### src/rtl/screen_command_frame_decoder_macros.svh
// ----------------------------------------------------------------------------
// screen command frame decoder assertion macros
// immediate-consequence and next-cycle checks on clk, quiet during rst
// ----------------------------------------------------------------------------
`ifndef SCREEN_COMMAND_FRAME_DECODER_MACROS_SVH
`define SCREEN_COMMAND_FRAME_DECODER_MACROS_SVH

// consequence holds in the same cycle
`define SCFD_CHECK(name, ante, cons, msg) \
  name: assert property (@(posedge clk) disable iff (rst) (ante) |-> (cons)) else $error(msg);

// consequence holds in the following cycle
`define SCFD_CHECK_NEXT(name, ante, cons, msg) \
  name: assert property (@(posedge clk) disable iff (rst) (ante) |=> (cons)) else $error(msg);

`endif

### src/rtl/scfd_pkg.sv
// ----------------------------------------------------------------------------
// scfd_pkg
// shared constants, types and the decimal accumulate step of the decoder
// ----------------------------------------------------------------------------
package scfd_pkg;

  localparam int FRAME_LIMIT = 80;
  localparam int POS_W       = $clog2(FRAME_LIMIT);
  localparam int ACC_W       = 18;
  localparam int FIFO_DEPTH  = 4;
  localparam int FIFO_AW     = $clog2(FIFO_DEPTH);

  localparam logic [7:0] CH_DOLLAR = 8'h24;
  localparam logic [7:0] CH_CARET  = 8'h5e;
  localparam logic [7:0] CH_AMP    = 8'h26;
  localparam logic [7:0] CH_T      = 8'h74;
  localparam logic [7:0] CH_HASH   = 8'h23;
  localparam logic [7:0] CH_PLUS   = 8'h2b;
  localparam logic [7:0] CH_MINUS  = 8'h2d;
  localparam logic [7:0] CH_F      = 8'h66;
  localparam logic [7:0] CH_ZERO   = 8'h30;

  // subcommand letters of a t frame
  localparam logic [7:0] SUB_DRIVE_X  = 8'h78; // x
  localparam logic [7:0] SUB_CENTER_X = 8'h52; // R
  localparam logic [7:0] SUB_DRIVE_Y  = 8'h79; // y
  localparam logic [7:0] SUB_CENTER_Y = 8'h72; // r
  localparam logic [7:0] SUB_GAIN_LO  = 8'h6b; // k
  localparam logic [7:0] SUB_GAIN_HI  = 8'h4b; // K
  localparam logic [7:0] SUB_LINK_ON  = 8'h6f; // o
  localparam logic [7:0] SUB_LINK_OFF = 8'h64; // d
  localparam logic [7:0] SUB_REPORT   = 8'h73; // s

  typedef enum logic [1:0] {
    KIND_MODE     = 2'd0,
    KIND_DISTANCE = 2'd1,
    KIND_ANGLE    = 2'd2,
    KIND_SUBCMD   = 2'd3
  } kind_t;

  typedef enum logic [3:0] {
    CMD_MODE       = 4'd0,
    CMD_DISTANCE   = 4'd1,
    CMD_ANGLE_DIST = 4'd2,
    CMD_DRIVE_X    = 4'd3,
    CMD_CENTER_X   = 4'd4,
    CMD_DRIVE_Y    = 4'd5,
    CMD_CENTER_Y   = 4'd6,
    CMD_GAIN       = 4'd7,
    CMD_LINK_ON    = 4'd8,
    CMD_LINK_OFF   = 4'd9,
    CMD_REPORT     = 4'd10,
    CMD_UNKNOWN_T  = 4'd11
  } cmd_t;

  // everything the back end needs of one finished frame
  typedef struct packed {
    kind_t            kind;
    logic [7:0]       second_byte;
    logic [7:0]       third_byte;
    logic [7:0]       fourth_byte;
    logic [ACC_W-1:0] first_number;
    logic [ACC_W-1:0] second_number;
    logic             negative;
  } frame_rec_t;

  // acc*10 + c - '0', clamped to the accumulator range
  function automatic logic [ACC_W-1:0] acc_step(input logic [ACC_W-1:0] acc,
                                                input logic [7:0] c);
    logic [ACC_W+4:0] sum;
    logic [ACC_W+4:0] diff;
    sum  = ((ACC_W+5)'(acc) << 3) + ((ACC_W+5)'(acc) << 1) + (ACC_W+5)'(c);
    diff = sum - (ACC_W+5)'(CH_ZERO);
    if (sum < (ACC_W+5)'(CH_ZERO)) begin
      return '0;
    end else if (diff[ACC_W+4:ACC_W] != '0) begin
      return '1;
    end else begin
      return diff[ACC_W-1:0];
    end
  endfunction

endpackage

### src/rtl/screen_command_frame_decoder.sv
// ----------------------------------------------------------------------------
// screen_command_frame_decoder
// decodes screen link command frames from a byte stream, one result per frame
// ----------------------------------------------------------------------------
// channel   dir  payload
// s_*       in   tdata[7:0] rx_byte
// m_*       out  tuser command; tdata mode_value, launch, value, angle,
//                link_enable, center_x_out, center_y_out
//
// one byte is taken per cycle while s_tready is high; the collector updates in
// the cycle of the beat; a closing '#' queues a frame record, and the result
// shows through the record queue and then a single output register
// the four-entry record queue is what lets bytes keep flowing while m_tready
// is low; s_tready drops only when it is full
// rst is synchronous and clears frame state, link flag and centers
// ----------------------------------------------------------------------------
`include "screen_command_frame_decoder_macros.svh"

module screen_command_frame_decoder import scfd_pkg::*; (
  input  logic        clk,
  input  logic        rst,
  input  logic        s_tvalid,
  output logic        s_tready,
  input  logic [7:0]  s_tdata,   // [7:0] rx_byte
  output logic        m_tvalid,
  input  logic        m_tready,
  output logic [79:0] m_tdata,   // [7:0] mode_value, [8] launch, [24:9] value,
                                 // [40:25] angle, [41] link_enable,
                                 // [57:42] center_x_out, [73:58] center_y_out
  output logic [3:0]  m_tuser    // [3:0] command
);

  logic       accept, push, full, pop, not_empty;
  frame_rec_t push_rec, pop_rec;

  assign s_tready = !full;
  assign accept   = s_tvalid && s_tready;

  scfd_front u_front (
    .clk     (clk),
    .rst     (rst),
    .accept  (accept),
    .rx_byte (s_tdata),
    .push    (push),
    .rec     (push_rec)
  );

  scfd_fifo u_fifo (
    .clk       (clk),
    .rst       (rst),
    .push      (push),
    .push_rec  (push_rec),
    .full      (full),
    .pop       (pop),
    .not_empty (not_empty),
    .pop_rec   (pop_rec)
  );

  scfd_back u_back (
    .clk       (clk),
    .rst       (rst),
    .rec_valid (not_empty),
    .rec       (pop_rec),
    .pop       (pop),
    .m_tvalid  (m_tvalid),
    .m_tready  (m_tready),
    .m_tdata   (m_tdata),
    .m_tuser   (m_tuser)
  );

  `SCFD_CHECK(a_cmd_range, m_tvalid, m_tuser <= CMD_UNKNOWN_T, "command code out of range")
  `SCFD_CHECK(a_report_unlinks, m_tvalid && m_tuser == CMD_REPORT, !m_tdata[41], "report left link enabled")
  `SCFD_CHECK(a_angle_only_angle, m_tvalid && m_tuser != CMD_ANGLE_DIST, m_tdata[40:25] == '0, "angle on non-angle command")
  `SCFD_CHECK(a_no_push_full, full, !push, "frame record pushed into a full queue")
  `SCFD_CHECK_NEXT(a_pop_shows, pop, m_tvalid, "popped record did not reach the output")

endmodule

### src/rtl/scfd_front.sv
// ----------------------------------------------------------------------------
// scfd_front
// byte classifier and frame collector; pushes one record per closed frame
// ----------------------------------------------------------------------------
module scfd_front import scfd_pkg::*; (
  input  logic       clk,
  input  logic       rst,
  input  logic       accept,
  input  logic [7:0] rx_byte,
  output logic       push,
  output frame_rec_t rec
);

  logic             collecting;
  logic [POS_W-1:0] position;
  kind_t            kind;
  logic [7:0]       second_byte, third_byte, fourth_byte;
  logic [ACC_W-1:0] first_number, second_number;
  logic             after_plus, negative;

  logic             collecting_next;
  logic [POS_W-1:0] position_next;
  kind_t            kind_next;
  logic [7:0]       second_byte_next, third_byte_next, fourth_byte_next;
  logic [ACC_W-1:0] first_number_next, second_number_next;
  logic             after_plus_next, negative_next;

  logic             is_start, is_hash, coll_eff;
  logic [POS_W-1:0] pos_eff;
  logic [POS_W:0]   pos_inc;
  kind_t            kind_eff;
  logic [ACC_W-1:0] first_eff, second_eff;
  logic             plus_eff, neg_eff;

  always_comb begin
    is_start = (rx_byte == CH_DOLLAR) || (rx_byte == CH_CARET) ||
               (rx_byte == CH_AMP) || (rx_byte == CH_T);
    is_hash  = (rx_byte == CH_HASH);

    unique case (rx_byte)
      CH_DOLLAR: kind_eff = KIND_MODE;
      CH_CARET:  kind_eff = KIND_DISTANCE;
      CH_AMP:    kind_eff = KIND_ANGLE;
      CH_T:      kind_eff = KIND_SUBCMD;
      default:   kind_eff = kind;
    endcase

    // a start byte restarts the frame before anything else happens
    coll_eff   = is_start | collecting;
    pos_eff    = is_start ? '0 : position;
    first_eff  = is_start ? '0 : first_number;
    second_eff = is_start ? '0 : second_number;
    plus_eff   = is_start ? 1'b0 : after_plus;
    neg_eff    = is_start ? 1'b0 : negative;

    second_byte_next   = second_byte;
    third_byte_next    = third_byte;
    fourth_byte_next   = fourth_byte;
    first_number_next  = first_eff;
    second_number_next = second_eff;
    after_plus_next    = plus_eff;
    negative_next      = neg_eff;
    collecting_next    = coll_eff;
    kind_next          = kind_eff;

    if (coll_eff) begin
      if (pos_eff == POS_W'(1)) begin
        second_byte_next = rx_byte;
      end else if (pos_eff == POS_W'(2)) begin
        third_byte_next = rx_byte;
      end else if (pos_eff == POS_W'(3)) begin
        fourth_byte_next = rx_byte;
      end

      if (!is_start && !is_hash && pos_eff != '0) begin
        if (kind_eff == KIND_DISTANCE) begin
          first_number_next = acc_step(first_eff, rx_byte);
        end else if (kind_eff == KIND_ANGLE) begin
          if (pos_eff == POS_W'(1) && rx_byte == CH_MINUS) begin
            negative_next = 1'b1;
          end else if (!plus_eff && rx_byte == CH_PLUS) begin
            after_plus_next = 1'b1;
          end else if (!plus_eff) begin
            first_number_next = acc_step(first_eff, rx_byte);
          end else begin
            second_number_next = acc_step(second_eff, rx_byte);
          end
        end
      end

      if (is_hash) begin
        collecting_next = 1'b0;
      end
    end

    // frame limit drops a frame that is still open
    pos_inc = {1'b0, pos_eff} + (POS_W+1)'(1);
    if (pos_inc >= (POS_W+1)'(FRAME_LIMIT)) begin
      position_next   = '0;
      collecting_next = 1'b0;
    end else begin
      position_next = pos_inc[POS_W-1:0];
    end
  end

  assign push = accept & collecting & is_hash;

  always_comb begin
    rec.kind          = kind_eff;
    rec.second_byte   = second_byte_next;
    rec.third_byte    = third_byte_next;
    rec.fourth_byte   = fourth_byte_next;
    rec.first_number  = first_number_next;
    rec.second_number = second_number_next;
    rec.negative      = negative_next;
  end

  always_ff @(posedge clk) begin
    if (rst) begin
      collecting    <= 1'b0;
      position      <= '0;
      kind          <= KIND_MODE;
      second_byte   <= '0;
      third_byte    <= '0;
      fourth_byte   <= '0;
      first_number  <= '0;
      second_number <= '0;
      after_plus    <= 1'b0;
      negative      <= 1'b0;
    end else if (accept) begin
      collecting    <= collecting_next;
      position      <= position_next;
      kind          <= kind_next;
      second_byte   <= second_byte_next;
      third_byte    <= third_byte_next;
      fourth_byte   <= fourth_byte_next;
      first_number  <= first_number_next;
      second_number <= second_number_next;
      after_plus    <= after_plus_next;
      negative      <= negative_next;
    end
  end

endmodule

### src/rtl/scfd_fifo.sv
// ----------------------------------------------------------------------------
// scfd_fifo
// small frame record queue between the collector and the executor
// ----------------------------------------------------------------------------
module scfd_fifo import scfd_pkg::*; (
  input  logic       clk,
  input  logic       rst,
  input  logic       push,
  input  frame_rec_t push_rec,
  output logic       full,
  input  logic       pop,
  output logic       not_empty,
  output frame_rec_t pop_rec
);

  frame_rec_t         slots [FIFO_DEPTH];
  logic [FIFO_AW-1:0] wr_ptr, rd_ptr;
  logic [FIFO_AW:0]   count;

  assign full      = (count == (FIFO_AW+1)'(FIFO_DEPTH));
  assign not_empty = (count != '0);
  assign pop_rec   = slots[rd_ptr];

  always_ff @(posedge clk) begin
    if (push && !full) begin
      slots[wr_ptr] <= push_rec;
    end
  end

  always_ff @(posedge clk) begin
    if (rst) begin
      wr_ptr <= '0;
      rd_ptr <= '0;
      count  <= '0;
    end else begin
      if (push && !full) begin
        wr_ptr <= wr_ptr + FIFO_AW'(1);
      end
      if (pop && not_empty) begin
        rd_ptr <= rd_ptr + FIFO_AW'(1);
      end
      unique case ({push && !full, pop && not_empty})
        2'b10:   count <= count + (FIFO_AW+1)'(1);
        2'b01:   count <= count - (FIFO_AW+1)'(1);
        default: count <= count;
      endcase
    end
  end

endmodule

### src/rtl/scfd_back.sv
// ----------------------------------------------------------------------------
// scfd_back
// frame executor: keeps centers and link flag, builds the result beat
// ----------------------------------------------------------------------------
module scfd_back import scfd_pkg::*; (
  input  logic        clk,
  input  logic        rst,
  input  logic        rec_valid,
  input  frame_rec_t  rec,
  output logic        pop,
  output logic        m_tvalid,
  input  logic        m_tready,
  output logic [79:0] m_tdata,
  output logic [3:0]  m_tuser
);

  logic        link_flag;
  logic [15:0] center_x, center_y;

  logic        link_flag_next;
  logic [15:0] center_x_next, center_y_next;
  cmd_t        cmd;
  logic [7:0]  mode_value;
  logic        launch;
  logic [15:0] value, angle, cx, cy, num;

  assign pop = rec_valid && (!m_tvalid || m_tready);

  always_comb begin
    link_flag_next = link_flag;
    center_x_next  = center_x;
    center_y_next  = center_y;
    cmd            = CMD_UNKNOWN_T;
    mode_value     = '0;
    launch         = 1'b0;
    value          = '0;
    angle          = '0;
    cx             = '0;
    cy             = '0;
    num            = {rec.fourth_byte, rec.third_byte};

    unique case (rec.kind)
      KIND_MODE: begin
        cmd        = CMD_MODE;
        mode_value = rec.second_byte - CH_ZERO;
        launch     = (rec.second_byte == CH_F);
      end
      KIND_DISTANCE: begin
        cmd   = CMD_DISTANCE;
        value = (rec.first_number[ACC_W-1:16] != '0) ? 16'hffff : rec.first_number[15:0];
      end
      KIND_ANGLE: begin
        cmd   = CMD_ANGLE_DIST;
        value = (rec.second_number[ACC_W-1:16] != '0) ? 16'hffff
                                                       : rec.second_number[15:0];
        if (rec.negative) begin
          angle = (rec.first_number[ACC_W-1:15] != '0) ? 16'h8000
                                                        : 16'(-rec.first_number[15:0]);
        end else begin
          angle = (rec.first_number[ACC_W-1:15] != '0) ? 16'h7fff
                                                        : rec.first_number[15:0];
        end
      end
      KIND_SUBCMD: begin
        unique case (rec.second_byte)
          SUB_DRIVE_X: begin
            cmd   = CMD_DRIVE_X;
            value = num;
          end
          SUB_CENTER_X: begin
            cmd           = CMD_CENTER_X;
            value         = num;
            center_x_next = num;
          end
          SUB_DRIVE_Y: begin
            cmd   = CMD_DRIVE_Y;
            value = num;
          end
          SUB_CENTER_Y: begin
            cmd           = CMD_CENTER_Y;
            value         = num;
            center_y_next = num;
          end
          SUB_GAIN_LO, SUB_GAIN_HI: begin
            cmd   = CMD_GAIN;
            value = num;
          end
          SUB_LINK_ON: begin
            cmd            = CMD_LINK_ON;
            link_flag_next = 1'b1;
          end
          SUB_LINK_OFF: begin
            cmd            = CMD_LINK_OFF;
            link_flag_next = 1'b0;
          end
          SUB_REPORT: begin
            // report shows the centers and leaves the link disabled
            cmd            = CMD_REPORT;
            cx             = center_x;
            cy             = center_y;
            link_flag_next = 1'b0;
          end
          default: cmd = CMD_UNKNOWN_T;
        endcase
      end
      default: cmd = CMD_UNKNOWN_T;
    endcase
  end

  always_ff @(posedge clk) begin
    if (rst) begin
      link_flag <= 1'b0;
      center_x  <= '0;
      center_y  <= '0;
      m_tvalid  <= 1'b0;
    end else begin
      if (pop) begin
        link_flag <= link_flag_next;
        center_x  <= center_x_next;
        center_y  <= center_y_next;
        m_tvalid  <= 1'b1;
      end else if (m_tready) begin
        m_tvalid  <= 1'b0;
      end
    end
  end

  always_ff @(posedge clk) begin
    if (pop) begin
      m_tuser <= cmd;
      m_tdata <= {6'd0, cy, cx, link_flag_next, angle, value, launch, mode_value};
    end
  end

endmodule
### config.mk
export PLATFORM = sky130hd
export DESIGN_NAME = screen_command_frame_decoder
export DESIGN_NICKNAME = d
export VERILOG_FILES = /design/src/rtl/scfd_pkg.sv /design/src/rtl/screen_command_frame_decoder.sv /design/src/rtl/scfd_front.sv /design/src/rtl/scfd_fifo.sv /design/src/rtl/scfd_back.sv
export VERILOG_INCLUDE_DIRS = /design/src /design/src/rtl
export SDC_FILE = /design/constraint.sdc
export NUM_CORES = 1
export LEC_CHECK = 0
export BUFFER_PORTS_ARGS = -buffer_cell sky130_fd_sc_hd__buf_4
export CAP_MARGIN = 10
export CORE_MARGIN = 1.5
export CORE_UTILIZATION = 40
export CTS_BUF_LIST = sky130_fd_sc_hd__clkbuf_8
export DETAILED_ROUTE_END_ITERATION = 6
export PLACE_DENSITY_LB_ADDON = 0.15
export SETUP_SLACK_MARGIN = 0.5
export SYNTH_ARGS = -nofsm -noshare
export SYNTH_HDL_FRONTEND = slang
export SYNTH_SLANG_ARGS = --single-unit
export TNS_END_PERCENT = 20
### constraint.sdc
create_clock -name clk -period 8.1 [get_ports clk]
set_input_delay 0.81 -clock clk [delete_from_list [all_inputs] [get_ports clk]]
set_output_delay 0.81 -clock clk [all_outputs]
set_load 0.05 [all_outputs]
**Word level (Yosys, flattened, before mapping)**

Memories as Yosys holds them, arrays and structs flattened. A register that Yosys moved wholly into a read port is not among the register bits.
Cells that the tools add are included.

- Word-level logic and storage cells: 169
- Flip-flop bits (word level): 191
- Memories kept: 1
- Bits in writable memories: 252
- Output and inout port bits: 86
- Input bits: 12

Memories:

| name | words | width | read ports | clocked after memory_dff | write ports | line | RTL |
|---|---|---|---|---|---|---|---|
| u_fifo.slots | 4 | 63 | 1 | 1 | 1 | scfd_fifo.sv:16 | `frame_rec_t slots [FIFO_DEPTH];` |

- Reductions and logical operators: 33
- Bitwise operators: 3
- Equality and inequality tests: 28
- Mux-type cells: 66
- Magnitude comparators: 3
- $add $sub $neg: 13

Operators with widths:

| cell | number |
|---|---|
| $mux W18 | 20 |
| $eq A8 B7 Y1 const B | 12 |
| $mux W16 | 6 |
| $mux W8 | 9 |
| $pmux W16 S3 | 1 |
| $add A23 B8 Y23 | 2 |
| $lt A23 B6 Y1 const B | 2 |
| $sub A23 B6 Y23 const B | 2 |
| $add A21 B19 Y22 | 2 |
| $eq A8 B6 Y1 const B | 5 |
| $pmux W4 S8 | 1 |
| $mux W1 | 21 |
| $neg A16 Y16 | 1 |
| $pmux W4 S4 | 1 |
| $eq A7 B2 Y1 const B | 2 |
| $mux W7 | 2 |
| $reduce_bool A5 Y1 | 2 |
| $add A7 B1 Y8 const B | 1 |
| $eq A2 B2 Y1 const B | 4 |
| $ge A8 B7 Y1 const B | 1 |
| $logic_and A1 B1 Y1 | 8 |
| $pmux W2 S4 | 1 |
| $reduce_bool A2 Y1 | 4 |
| $sub A8 B6 Y8 const B | 1 |
| 20 further kinds | 35 |

**Depth between registers and ports, before layout**

- Depth after elaboration: 18
- Gate-level depth with buffers: 30
- Depth with buffers taken out: 23

**Hierarchy**

From an unflattened synthesis, not the netlist that was laid out.

- Cell total of the unflattened synthesis: 1857
- Area total of the unflattened synthesis: 22674.2 µm²

By module, submodules not included:

| module | instances | sequential area each (µm²) | area an instance (µm²) | cells each |
|---|---|---|---|---|
| scfd_fifo | 1 | 7747.4 | 9638.0 | 381 |
| scfd_front | 1 | 1441.4 | 7532.2 | 982 |
| scfd_back | 1 | 3022.9 | 5494.0 | 492 |
| screen_command_frame_decoder | 1 | 0.0 | 10.0 | 2 |

**Worst setup path before layout**

Ideal clock, no wire load.

- Path type: input-to-reg
- Start: in m_tready
- End: reg u_back.center_y[10]
- Setup slack: 1.192 ns
- Data required time: 7.972 ns
- Buffers on the path: 1
- Data arrival time: 6.781 ns
- Library setup time: 0.128 ns
- Stages on the path: 7
- Path through: inv_1 a21oi_1 inv_1 nor4_2 buf_2 mux2i_1 nor2_1

- Word-level cells in the longest chain between the ends: 3

RTL lines:

| item | line | RTL |
|---|---|---|
| from (decl) | screen_command_frame_decoder.sv:26 | `input logic m_tready,` |
| $logic_or A1 B1 Y1 | scfd_back.sv:27 | `assign pop = rec_valid && (!m_tvalid \|\| m_tready);` |
| $logic_and A1 B1 Y1 | scfd_back.sv:27 |  |
| via pop | screen_command_frame_decoder.sv:33 | `logic accept, push, full, pop, not_empty;` |
| $reduce_and A3 Y1 (no line) | - |  |
| to (signal assigned) | scfd_back.sv:120 | `center_y <= center_y_next;` |
| to (decl) | scfd_back.sv:18 | `logic [15:0] center_x, center_y;` |

The timed path passes the listed nets, and every way through them passes these cells.
A chain may end at the register's enable or synchronous reset.

==> reports/qor.csv <==
metric;value;unit
worstMarginPinSlew;1159;ps
p_total;6.605;mW
first_global_vias;16800;
clock_latency;610;ps
fmax;142.2;MHz
die_area;0.06096;mm2
htree_levels;3;
cp_slowest_cell;nor4b_1;
drt-initial-drc-count;1375;
cts_root_buf;clkbuf_8;
skew;34.88;ps
setup_viol;0;
critical-path-max-stage-delay;590;ps
fin_setup_tns;0;ps
num_antenna_cells;0;
synth.area.top_cells;edfxtp_1 (42%), dfxtp_1 (9.7%), mux4_2 (5.6%);
wl;64750;um
antenna_found_initial;4;
gp_congestion;0.8685;
vias;17460;
rsz0062_at_grt;false;
port_buffers;91;
cp.buffers_inverters;1;
cp.required;8350;ps
fin_crit;7033;ps
utilization;0.4505;
hold_viol_final;0;
holdPathStages;2;
start_kind;primary input;
ys_seq_elements;445;
synthCells;2164;
die_y;246.9;um
cts_tree;built;
crit_path_end_kind;flop;
arrival;7280;ps
grt_usage;0.2118;
mappedNetlistArea;0.02380;mm2
ys.warnings.count;0;
ys_types;113;
drv_cap;0;
cts.sinks;445;
ioPinCount;98;
reg2regPathDepth;20;
r2r_end;u_fifo.slots[3][13];
synthToLayoutAreaGrowth;11.51;%
dp_hpwl;44750;um
start_util;0.4040;
fin_crit_sh;0.8682;
worstSetupPathType;primary input to flop;
post-cts-setup-buffers;0;
p_leak;9.404;nW
synth_enable_flop_cells;330;
min_to;u_front.first_number[13];
wl_per_cell;21.13;um
core-area;0.05891;mm2
drv_slew;0;
grt_max_degree;80;
min-delay-start;u_front.first_number[13];
viasPerCell;5.698;
yosys.area.top_type_share;0.4164;
grt-ovfl-total;0;
synth_largest_area_cell;edfxtp_1;
drtPass1Iterations;6;
async_reset_ff_frac;0;
powerDensity;248.9;mW/mm2
outcome;complete, no violations;
avgSynthCellArea;11.00;um2
ys_seq_area_frac;0.5132;
vdd_drop_max;0.0002845;V
grt_pass1_wl;99560;um
cpLargestDelayFamily;simple AND/OR/NAND/NOR gates;
ctsLongestPathBuffers;3;
hold_class;flop to flop;
drive_gt1_frac;0.1619;
core.rowCount;89;
cts_buffers;70;
path_max_fanout;17;
r2r_start;u_front.second_number[2];
fp.dieW;246.9;um
drc_errors;0;
ant_nets;0;
clk_pin_slew;60;ps
ys.flop_type;edfxtp_1;
nNetsFinal;2292;
crit_chain;buf_4 -> nor4b_2 -> nand2_1 -> and3_1 -> ha_1 -> ha_1 -> a21oi_1 -> a221oi_2 -> xnor2_1 -> nor2_1 -> ha_1 -> a211o_1 -> o32ai_1 -> a21oi_1 -> or3_1 -> a211o_1 -> a21oi_1 -> nor3b_2 -> o21ai_0 -> nor4b_1 -> nor2_1 -> o22ai_1 -> o21ai_0;
reg2reg_slack;1560;ps
slew-limit-headroom;0.2247;
==> power by group <==
group	internal (mW)	leakage (nW)	switching, mW
clock network	0.992	0.804	0.872
registers	2.76	3.76	0.112
logic	0.529	4.84	1.34
==> layer usage <==
layer	vias to the layer above	part of all wire	global-route usage
met3	102	0.056	0.03147
met4	4	0.027	0.07245
met2	537	0.47	0.3491
met5	-	0.00025	0
li1	8238	-	-
met1	8577	0.45	0.2841
==> worst max path at each step <==
stage / end / slack (ps) / from / cells after the start
after floorplan: u_back.center_y[10] / 1190 / m_tready / 7
after global placement: u_fifo.slots[0][11] / 560 / s_tdata[7] / 23
after detailed placement: u_fifo.slots[3][13] / 420 / s_tdata[7] / 23
after CTS: u_fifo.slots[3][13] / 1060 / s_tdata[7] / 23
after global routing: u_fifo.slots[0][11] / 660 / s_tdata[7] / 23
final: u_fifo.slots[3][13] / 1070 / s_tdata[7] / 23
==> cell type report <==
class                   instances  area, um2
clock buffers                  82       1129
clock inverters                48      265.3
fillers                      5494      32370
inverters                      51      191.4
multi-input cells            1544      10860
flip-flops and latches        445      12220
well taps                     773      967.2
repair buffers                121      908.4
==> cells in the final DEF (no fill, tap or decap), types with 64 or more instances in the layout <==
cell	count
nor2_1	217
o21ai_0	125
a21oi_1	81
inv_1	75
buf_4	121
and2_1	64
dfxtp_1	113
nand2_1	166
edfxtp_1	330
clkbuf_8	82
==> Yosys cell counts, drive strengths merged (46+ instances only) <==
library cell,number
ha,46
clkbuf,69
nand3,63
mux2i,49
o21ai,156
mux4,59
a21oi,84
dfxtp,115
buf,60
edfxtp,330
and2,69
nor3,62
xnor2,58
nor2,219
nand2,166
inv,51
==> registers in the layout (all words and copies together), names as in the netlist, 3 cells and up, named ones only <==
name / count
u_fifo.count: 3
u_back.center_x: 16
u_front.position: 7
u_fifo.slots: 252
u_back.m_tdata: 74
u_front.second_number: 18
u_back.center_y: 16
u_front.second_byte: 8
u_back.m_tuser: 4
u_front.fourth_byte: 8
u_front.first_number: 18
u_front.third_byte: 8
==> worst register-to-register path, stage by stage, from the launching register on <==
cell and delay, ps:
dfxtp_1 640, and3_1 240, ha_1 330, ha_1 380, a21oi_1 90, a221oi_2 370
xnor2_1 170, nor2_1 60, ha_1 400, a211o_1 310, o32ai_1 230, a21oi_1 170
or3_1 370, a211o_1 270, a21oi_1 300, nor3b_2 400, o21ai_0 160, nor4b_1 590
nor2_1 240, o22ai_1 220, o21ai_0 250
==> cells by family after synthesis <==
kind of cell / Yosys count / share of synthesized area
adders and majority gates: 51 / 0.02671
DFF: 445 / 0.5132
xor gates and xnor gates: 92 / 0.03418
muxes: 134 / 0.08959
other: 1 / 0.0001576
and+or+nand+nor: 788 / 0.1692
AOI/OAI and AO/OA: 473 / 0.1340
buffers and inverters: 180 / 0.03297
==> per-stage QoR <==
step                instances  worst slack [ps]  hold slack, ps  area (um2)
floorplan                2169              1192           426.3       23820
global placement         2934             559.1           434.2       25140
detailed placement       2934             422.0           443.5       25140
CTS                      3064              1056           452.5       26530
global route             3064             657.7           481.0       26540
finish                   3064              1067           451.3       26540
==> timing repair <==
action | 4_1_cts | 5_1_grt
hold buffers | 0 | 0
resized for setup | 0 | 1
setup endpoints to repair | 0 | 12
Note: power is estimated with default switching activity, not from simulation.
